`config.mk`:
```
export PLATFORM = sky130hd
export DESIGN_NAME = sorted_software_timer_queue
export DESIGN_NICKNAME = d
export VERILOG_FILES = /design/src/rtl/core/stq_pkg.sv /design/src/rtl/core/stq_core.sv /design/src/rtl/core/sorted_software_timer_queue.sv
export SDC_FILE = /design/constraint.sdc
export NUM_CORES = 2
export LEC_CHECK = 0
export ABC_CLOCK_PERIOD_IN_PS = 28700
export BUFFER_PORTS_ARGS = -buffer_cell sky130_fd_sc_hd__buf_2
export CAP_MARGIN = 20
export CELL_PAD_IN_SITES_DETAIL_PLACEMENT = 1
export CELL_PAD_IN_SITES_GLOBAL_PLACEMENT = 1
export CORE_MARGIN = 2
export CORE_UTILIZATION = 29
export DETAILED_ROUTE_END_ITERATION = 10
export PLACE_DENSITY = 0.48
export SLEW_MARGIN = 5
export SYNTH_ARGS = -nofsm -noshare
export SYNTH_HDL_FRONTEND = slang
export SYNTH_HIERARCHICAL = 1
export SYNTH_SLANG_ARGS = --single-unit
export TNS_END_PERCENT = 5
```
`constraint.sdc`:
```
create_clock -name clk -period 28.7 [get_ports clk]
set_clock_uncertainty 0.05 [all_clocks]
set_input_delay 5.74 -clock clk [delete_from_list [all_inputs] [get_ports clk]]
set_output_delay 5.74 -clock clk [all_outputs]
set_load 0.02 [all_outputs]
```
`src/rtl/core/stq_pkg.sv`:
```
// ============================================================================
// stq_pkg: shared types and constants for the sorted timer queue
// Command codes, beat structs and default sizes.
// ============================================================================
package stq_pkg;

    localparam int SlotsDefault = 16;
    localparam int TickDefault  = 32;

    localparam logic [2:0] KIND_ADVANCE = 3'd0;
    localparam logic [2:0] KIND_RUN     = 3'd1;
    localparam logic [2:0] KIND_ONESHOT = 3'd2;
    localparam logic [2:0] KIND_PERIOD  = 3'd3;
    localparam logic [2:0] KIND_STOP    = 3'd4;
    localparam logic [2:0] KIND_QUERY   = 3'd5;

    typedef struct packed {
        logic [2:0]  kind;
        logic [3:0]  timer_id;
        logic [31:0] amount;
    } cmd_t;

    typedef struct packed {
        logic        fired;
        logic [3:0]  fired_timer;
        logic [31:0] remaining;
        logic        running;
    } rsp_t;

endpackage

```
`src/rtl/core/stq_core.sv`:
```
// ============================================================================
// stq_core: timer list sequencer
// One list entry is visited per cycle through a single shared subtract/compare.
// ============================================================================
module stq_core
    import stq_pkg::*;
#(
    parameter int TIMER_SLOTS = SlotsDefault,
    parameter int TICK_WIDTH  = TickDefault
)
(
    input  logic clk,
    input  logic rst_n,
    input  logic start,
    input  cmd_t cmd,
    output logic busy,
    output logic done,
    output rsp_t result
);
    localparam int IW = (TIMER_SLOTS > 1) ? $clog2(TIMER_SLOTS) : 1;
    localparam int LW = $clog2(TIMER_SLOTS + 1);

    typedef enum logic [8:0] {
        S_IDLE   = 9'b000000001,
        S_FIND   = 9'b000000010,
        S_TAKE   = 9'b000000100,
        S_SCAN   = 9'b000001000,
        S_SHIFT  = 9'b000010000,
        S_MARK   = 9'b000100000,
        S_FIRE   = 9'b001000000,
        S_REPORT = 9'b010000000,
        S_DONE   = 9'b100000000
    } state_t;

    state_t state_reg;

    logic [TIMER_SLOTS-1:0] in_list_reg, repeats_reg, due_reg;
    logic [TICK_WIDTH-1:0]  deadline_mem [TIMER_SLOTS];
    logic [TICK_WIDTH-1:0]  period_mem   [TIMER_SLOTS];
    logic [IW-1:0]          order_reg    [TIMER_SLOTS];
    logic [LW-1:0]          len_reg;
    logic [TICK_WIDTH-1:0]  gtime_reg, unproc_reg, delta_reg, last_reg;

    logic [2:0]            kind_reg;
    logic [IW-1:0]         id_reg;
    logic [LW-1:0]         pos_reg, k_reg;
    logic                  place_reg;   // after take-out, insert again
    logic                  fired_reg;
    logic [IW-1:0]         fid_reg;
    logic [TICK_WIDTH-1:0] mine_reg;
    rsp_t                  res_reg;

    // shared subtract unit: a - b, operands chosen by state
    logic [TICK_WIDTH-1:0] op_a, op_b, diff;
    logic [IW-1:0]         cur;
    logic [IW-1:0]         cmd_id;
    logic                  id_ok;

    assign cur    = order_reg[k_reg[IW-1:0]];
    assign diff   = op_a - op_b;
    assign cmd_id = IW'(cmd.timer_id);
    assign id_ok  = ({1'b0, cmd.timer_id} < 5'(TIMER_SLOTS)) || (TIMER_SLOTS >= 16);

    always_comb
    begin
        op_a = deadline_mem[cur];
        op_b = gtime_reg;
        if (state_reg == S_MARK) op_b = last_reg;
        if (state_reg == S_REPORT)
        begin
            op_a = deadline_mem[kind_reg == KIND_QUERY ? id_reg : order_reg[0]];
        end
    end

    // remaining ticks from the shared difference
    function automatic logic [TICK_WIDTH-1:0] left_f(input logic [TICK_WIDTH-1:0] r,
                                                     input logic due,
                                                     input logic [TICK_WIDTH-1:0] u);
        left_f = (!due && r > u) ? r - u : '0;
    endfunction

    assign busy   = (state_reg != S_IDLE);
    assign done   = (state_reg == S_DONE);
    assign result = res_reg;

    always_ff @(posedge clk or negedge rst_n)
    begin
        if (!rst_n)
        begin
            state_reg   <= S_IDLE;
            in_list_reg <= '0;
            repeats_reg <= '0;
            due_reg     <= '0;
            len_reg     <= '0;
            gtime_reg   <= '0;
            unproc_reg  <= '0;
        end
        else
        begin
            unique case (state_reg)
                S_IDLE:
                begin
                    if (start)
                    begin
                        kind_reg  <= cmd.kind;
                        id_reg    <= cmd_id;
                        res_reg   <= '0;
                        fired_reg <= 1'b0;
                        k_reg     <= '0;
                        place_reg <= 1'b0;
                        state_reg <= S_DONE;
                        unique case (cmd.kind) inside
                            KIND_ADVANCE:
                                unproc_reg <= unproc_reg + TICK_WIDTH'(cmd.amount);
                            KIND_RUN:
                            begin
                                delta_reg  <= unproc_reg;
                                last_reg   <= gtime_reg;
                                gtime_reg  <= gtime_reg + unproc_reg;
                                unproc_reg <= '0;
                                state_reg  <= S_MARK;
                            end
                            KIND_ONESHOT, KIND_PERIOD:
                            begin
                                if (id_ok)
                                begin
                                    repeats_reg[cmd_id] <= (cmd.kind == KIND_PERIOD);
                                    period_mem[cmd_id]  <= TICK_WIDTH'(cmd.amount);
                                    deadline_mem[cmd_id] <=
                                        gtime_reg + TICK_WIDTH'(cmd.amount) + unproc_reg;
                                    place_reg <= 1'b1;
                                    state_reg <= S_FIND;
                                end
                            end
                            KIND_STOP:
                                if (id_ok) state_reg <= S_FIND;
                            KIND_QUERY:
                                if (id_ok) state_reg <= S_REPORT;
                            default: ;
                        endcase
                    end
                end
                // locate the slot in the list
                S_FIND:
                begin
                    if (!in_list_reg[id_reg] || k_reg >= len_reg)
                    begin
                        in_list_reg[id_reg] <= 1'b0;
                        k_reg <= '0;
                        pos_reg <= '0;
                        state_reg <= place_reg ? S_SCAN :
                                     (kind_reg == KIND_RUN) ? S_REPORT : S_DONE;
                        if (place_reg) due_reg[id_reg] <= 1'b0;
                    end
                    else if (cur == id_reg) state_reg <= S_TAKE;
                    else k_reg <= k_reg + 1'b1;
                end
                // close the gap, one entry per cycle
                S_TAKE:
                begin
                    if (k_reg + 1'b1 < len_reg)
                    begin
                        order_reg[k_reg[IW-1:0]] <= order_reg[IW'(k_reg + 1'b1)];
                        k_reg <= k_reg + 1'b1;
                    end
                    else
                    begin
                        len_reg <= len_reg - 1'b1;
                        in_list_reg[id_reg] <= 1'b0;
                        k_reg <= '0;
                        pos_reg <= '0;
                        state_reg <= place_reg ? S_SCAN :
                                     (kind_reg == KIND_RUN) ? S_REPORT : S_DONE;
                        if (place_reg) due_reg[id_reg] <= 1'b0;
                    end
                end
                // find the insert position; mine_reg holds the slot's own offset
                S_SCAN:
                begin
                    if (k_reg >= len_reg)
                    begin
                        k_reg <= len_reg;
                        state_reg <= S_SHIFT;
                    end
                    else if (due_reg[cur] || mine_reg >= diff)
                    begin
                        pos_reg <= k_reg + 1'b1;
                        k_reg <= k_reg + 1'b1;
                    end
                    else
                    begin
                        k_reg <= len_reg;
                        state_reg <= S_SHIFT;
                    end
                end
                // open the gap and drop the slot in
                S_SHIFT:
                begin
                    if (k_reg > pos_reg)
                    begin
                        order_reg[k_reg[IW-1:0]] <= order_reg[IW'(k_reg - 1'b1)];
                        k_reg <= k_reg - 1'b1;
                    end
                    else
                    begin
                        order_reg[pos_reg[IW-1:0]] <= id_reg;
                        len_reg <= len_reg + 1'b1;
                        in_list_reg[id_reg] <= 1'b1;
                        state_reg <= (kind_reg == KIND_RUN) ? S_REPORT : S_DONE;
                    end
                end
                // mark leading due timers
                S_MARK:
                begin
                    if (k_reg >= len_reg) state_reg <= S_FIRE;
                    else if (due_reg[cur]) k_reg <= k_reg + 1'b1;
                    else if (diff <= delta_reg)
                    begin
                        due_reg[cur] <= 1'b1;
                        k_reg <= k_reg + 1'b1;
                    end
                    else state_reg <= S_FIRE;
                end
                S_FIRE:
                begin
                    k_reg <= '0;
                    state_reg <= S_REPORT;
                    if (len_reg != '0 && due_reg[order_reg[0]])
                    begin
                        fired_reg <= 1'b1;
                        fid_reg   <= order_reg[0];
                        id_reg    <= order_reg[0];
                        state_reg <= S_FIND;
                        place_reg <= repeats_reg[order_reg[0]];
                        if (repeats_reg[order_reg[0]])
                            deadline_mem[order_reg[0]] <=
                                gtime_reg + period_mem[order_reg[0]];
                    end
                end
                S_REPORT:
                begin
                    state_reg <= S_DONE;
                    if (kind_reg == KIND_QUERY)
                    begin
                        res_reg.remaining <= 32'(left_f(diff, due_reg[id_reg], unproc_reg));
                        res_reg.running   <= in_list_reg[id_reg];
                    end
                    else
                    begin
                        res_reg.fired       <= fired_reg;
                        res_reg.fired_timer <= fired_reg ? 4'(fid_reg) : 4'd0;
                        res_reg.remaining   <= (len_reg == '0) ? 32'({TICK_WIDTH{1'b1}}) :
                            32'(left_f(diff, due_reg[order_reg[0]], unproc_reg));
                    end
                end
                S_DONE:
                    state_reg <= S_IDLE;
                default:
                    state_reg <= S_IDLE;
            endcase
        end
    end

    // own offset, held steady while the scan runs
    always_ff @(posedge clk)
    begin
        if (state_reg != S_SCAN)
            mine_reg <= deadline_mem[id_reg] - gtime_reg;
    end

endmodule

```
`src/rtl/core/sorted_software_timer_queue.sv`:
```
// ============================================================================
// sorted_software_timer_queue: deadline-ordered timer list, top level
// Wraps the list sequencer and exposes the command port.
// ============================================================================
//  channel | signals                   | handshake
//  command | start, busy, cmd          | beat taken when start && !busy
//  result  | done, result              | one-cycle strobe, cannot stall
//
// A command runs from a bare advance up to a periodic fire (take-out, scan,
// shift), one list entry per cycle through the
// shared subtract/compare. Reset clears flags, length and times; slot stores
// hold garbage until written. busy stays high through the result strobe.
module sorted_software_timer_queue
    import stq_pkg::*;
#(
    parameter int TIMER_SLOTS = SlotsDefault,
    parameter int TICK_WIDTH  = TickDefault
)
(
    input  logic clk,
    input  logic rst_n,
    input  logic start,
    input  cmd_t cmd,
    output logic busy,
    output logic done,
    output rsp_t result
);
    stq_core #(.TIMER_SLOTS(TIMER_SLOTS), .TICK_WIDTH(TICK_WIDTH)) u_core
    (
        .clk(clk), .rst_n(rst_n), .start(start), .cmd(cmd),
        .busy(busy), .done(done), .result(result)
    );
endmodule

```
# [Yosys cells after proc, flatten, opt, wreduce, memory -nomap -nowiden]
# Memory sizes are Yosys's and may differ from the RTL's. A register that Yosys moved wholly into a read port is not among the register bits.
# Cells that the tools add are included.
[op_classes] addsub=12 order_cmp=13 eq_ne=38 mux=110 bitwise_logic=6 n_reduce_logical=47
[op_table] op="two-way mux 32 bit" n=7
[op_table] op="adder 32 bit" n=5
[op_table] op="two-way mux 16 bit" n=9
[op_table] op="two-way mux 9 bit" n=12
[op_table] op="case mux 16 bit (3 select lines)" n=2
[op_table] op="subtractor 32 bit" n=3
[op_table] op="two-way mux 5 bit" n=17
[op_table] op="case mux 38 bit (2 select lines)" n=1
[op_table] op="case mux 9 bit (8 select lines)" n=1
[op_table] op="case mux 32 bit (2 select lines)" n=1
[op_table] op="two-way mux 4 bit" n=10
[op_table] op="two-way mux 38 bit" n=1
[op_table] op="case mux 5 bit (7 select lines)" n=1
[op_table] op="AND 16 bit" n=2
[op_table] op="greater-or-equal comparator 32 bit" n=1
[op_table] op="> comparator 32 bit" n=1
[op_table] op="<= comparator 32 bit" n=1
[op_table] op="two-way mux 1 bit" n=32
[op_table] op="bitwise OR 16 bit" n=2
[op_table] op="OR reduction 32 bit" n=1
[op_table] op="case mux 9 bit (3 select lines)" n=1
[op_table] op="AND reduction 3 bit" n=7
[op_table] op="binary-select mux 1 bit (select 4 bit)" n=5
[op_table] op="< comparator 4 x 5 -> 1 bit (second input constant)" n=4
[op_table] op="other kinds (50)" n=99
[totals] regBits=283 ram_bits=1088 in_bits=42 out_inout_bits=40 wordCells=250 mem_count=3
[mem_list] memory="u_core.deadline_mem" words=16 width=32 read_ports=3 rd_clocked_by_memory_dff=1 wr=1 line_no="stq_core.sv:38" rtl="logic [TICK_WIDTH-1:0] deadline_mem [TIMER_SLOTS];"
[mem_list] memory="u_core.period_mem" words=16 width=32 read_ports=1 rd_clocked_by_memory_dff=0 wr=1 line_no="stq_core.sv:39" rtl="logic [TICK_WIDTH-1:0] period_mem [TIMER_SLOTS];"
[mem_list] memory="u_core.order_reg" words=16 width=4 read_ports=4 rd_clocked_by_memory_dff=1 wr=1 line_no="stq_core.sv:40" rtl="logic [IW-1:0] order_reg [TIMER_SLOTS];"

# [Logic depth before layout (Yosys ltp)]
# An unclocked memory read counts as a cell.
[depth] word_depth=11 depth_mapped=40 ltp_nobuf=34

# [Worst setup path after synthesis]
# Ideal clock, no wire load.
[synth_timing] kind="input-to-reg" start="in rst_n" end="mem u_core/deadline_mem[13][0] in the netlist's numbering, enable pin" setup_ns=0.468 t_arrival_ns=8.958 required_time_ns=28.182 path_slack_ns=19.224 path_stages=5 path_buffers=1 path_cell_list="nand2_1 > nor2_1 > clkbuf_1 > o32ai_1 > nor3b_1"
[synth_between] elab_chain_cells=4 elab_cells_between_ends=7 classes_between="mux (4); reduce/logical (3)"
[synth_rtl] element="start, declared" line_no="sorted_software_timer_queue.sv:21" rtl="input logic rst_n,"
[synth_rtl] element="logical AND 1 bit (not written as such)" line_no="stq_core.sv:236" rtl="deadline_mem[order_reg[0]] <="
[synth_rtl] element="two-way mux 1 bit (not written as such)" line_no="stq_core.sv:236"
[synth_rtl] element="OR reduction 32 bit (no line)"
[synth_rtl] element="two-way mux 4 bit (no line) or two-way mux 1 bit (tied branches)"
[synth_rtl] element="end, declared" line_no="stq_core.sv:38"
# Parallel ways exist; a longest one is shown, timed or not.

==> flow_summary.toml <==
[yosys]
synth_compound_area_share_pct = 9.83
synth_top_family_by_area = "multiplexers"
synth.net_count = 6454
yosysMostFrequentCell = "edfxtp_1"
synth_common_cells = "edfxtp_1, nand2_1, mux4_2"
synth-xor-area-share_pct = 2.32
synth-main-ff-cell = "edfxtp_1"
ys_ff_latch = 1379
synth_area_leaders = "edfxtp_1, mux4_2, nand2_1"
yosys_warnings = 6
yosysTopAreaCellShare_pct = 48.8
syn_area_um2 = 76500
synth-simple-area-share_pct = 11.1
synth_edf_count = 1245
syn_inst = 6072
synth_largest_area_cell = "edfxtp_1"
synth_fa_ha_area_share_pct = 5.94
ys_seq_area_share_pct = 53.2
avgSynthCellArea_um2 = 12.6
muxShareOfSynthArea_pct = 14.9
synthArstFlopShare_pct = 9.14
synth_cell_types = 85

[detailed_routing]
vias_per_cell = 5.44
highest_layer = "met5"
post_drt_wl_per_cell_um = 29.2
ant_nets = 0
met2WireLength_um = 141000
wl_met1_um = 127000
first_pass_iters = 5
drt_iter0_drc = 4053
vias = 53300
drc_errors = 0
met3_length_um = 10700
wl_um = 287000

[sta]
hold_viol_final = 0
fmax_mhz = 84.4
finalSetupTns_ps = 0
slew_viol_final = 0
fin_crit_ps = 11850
finalCritPeriodShare_pct = 41.3
rsz0062_at_grt = "false"
max-slew-margin-rel_pct = 20.5
worst_slew_pin_slew_ps = 1180
setup-violations-final = 0

[worst_setup_path]
endpoint_kind = "flop"
slowest_stage = "dfxtp_1"
cp-start-kind = "flop"
critPathMaxFanout = 76
critPathMaxStageDelay_ps = 970
crit_path_frequent_cell = "a21o_1"
crit_required_ps = 29350
crit_type = "flop to flop"
critPathArrivalTime_ps = 12500

[global_route]
grt_pass1_vias = 55800
grtUsageTotal_pct = 21.0
grt_pass1_wl_um = 414000
antenna_found_initial = 14
overflow = 0
grt_max_degree = 96

[hold_path]
hold_class = "flop to flop"

[final_layout]
final_area_um2 = 87200
layout-drive-gt1-share_pct = 16.8
fin_util_pct = 33.2
nets = 6532
final_cells = 9806
syn2layout_area_growth_pct = 13.9

[floorplanning]
die_area_um2 = 268000
die_h_um = 518
row_count = 188
initial_core_util_pct = 29.2
io_pins = 82
fp.dieW_um = 518
core_um2 = 263000

[placed_design]
dp_cells = 9489
port_buffers = 81
dp_hpwl_um = 187000
place_area_um2 = 81700
gp_congestion = 0.840

[clock_tree]
cts.reportedPaths.clkPinSlew_ps = 60
clk_latency_ps = 860
clockBufferDepth = 3
ctsResizeCount = 0
postCtsSetupBuffers = 0
cts_hold_buf = 0
cts_root_buf = "clkbuf_16"
numCtsBuffers = 168
cts_tree = "done"
clkSinkCount = 1379
htreeDepth = 4

[flow_run]
max-cap-violations = 0

[outcome]
outcome = "complete, no violations"
[cell type report]
type / count / area [um2]
flip-flops and latches: 1379 / 40700
clock buffers: 212 / 4380
fillers: 28100 / 175000
well taps: 3515 / 4400
diodes: 3 / 7.51
repair buffers: 246 / 1710
multi-input cells: 4130 / 34100
clock inverters: 96 / 1070
inverters: 225 / 845
[metal layers]
layer	up-vias	track usage, %
met5	-	0
met4	8	5.47
met3	358	2.70
met2	1164	36.1
met1	28300	28.0
li1	23500	-
[final timing paths]
path	slack, ps	cells after the start	from	endpoint
max	16850	33	flop	u_core/gtime_reg[0]$_DFFE_PN0P_
min	440	2	u_core/repeats_reg[0]$_DFFE_PN0P_	u_core/repeats_reg[0]$_DFFE_PN0P_
max reg2reg	16850	33	flop	u_core/gtime_reg[0]$_DFFE_PN0P_
min reg2reg	440	2	u_core/repeats_reg[0]$_DFFE_PN0P_	u_core/repeats_reg[0]$_DFFE_PN0P_
max in group asynchronous	21870	3	rst_n	u_core/gtime_reg[22]$_DFFE_PN0P_
min in group asynchronous	4850	1	rst_n	u_core/len_reg[3]$_DFFE_PN0P_
[worst max-delay path: cells and delay by family, from the launching register on]
kind | cells | cell delay, ps
simple gates | 11 | 3270
xor+xnor | 1 | 220
flops | 1 | 970
mux | 2 | 790
buf+inv | 2 | 1370
fa+ha+maj | 2 | 680
compound gates | 15 | 4130
[layout by cell type (no fill, tap or decap), types with 24 or more instances in the layout]
cell and instances:
xor2_1 92, a31oi_1 171, nand2b_1 64, o21a_1 39
clkbuf_1 43, o21ai_0 246, clkbuf_16 168, and3_1 199
o211ai_1 24, nand3_1 123, nor2_1 166, xnor2_1 111
a311oi_1 40, nand4_1 28, ha_1 301, inv_1 221
fa_1 39, buf_2 80, a211oi_1 50, nand2_1 1030
o22ai_1 60, o31ai_1 59, edfxtp_1 1245, buf_4 157
mux4_2 463, dfrtp_1 125, o21bai_1 34, mux2i_1 62
nor3_1 69, a21oi_1 200, clkinv_1 37, nor2b_1 41
nor2_4 27, a21o_1 116, clkinv_2 28
[logic make-up after synthesis]
kind of cell,Yosys count
AOI/OAI and AO/OA,1171
xor gates and xnor gates,203
adders and majority gates,340
buffers and inverters,563
DFF,1379
muxes,554
and+or+nand+nor,1862
[through the flow]
stage / setup WS (ps) / hold slack, ps
6_report: 16850 / 441
5_1_grt: 16100 / 462
4_1_cts: 16800 / 438
3_5_place_dp: 16840 / 425
3_3_place_gp: 17180 / 409
2_1_floorplan: 19220 / 371
Power is left out: the tool's default activity adds up to more than one toggle a clock period on the data nets, which glitch-free logic cannot reach.
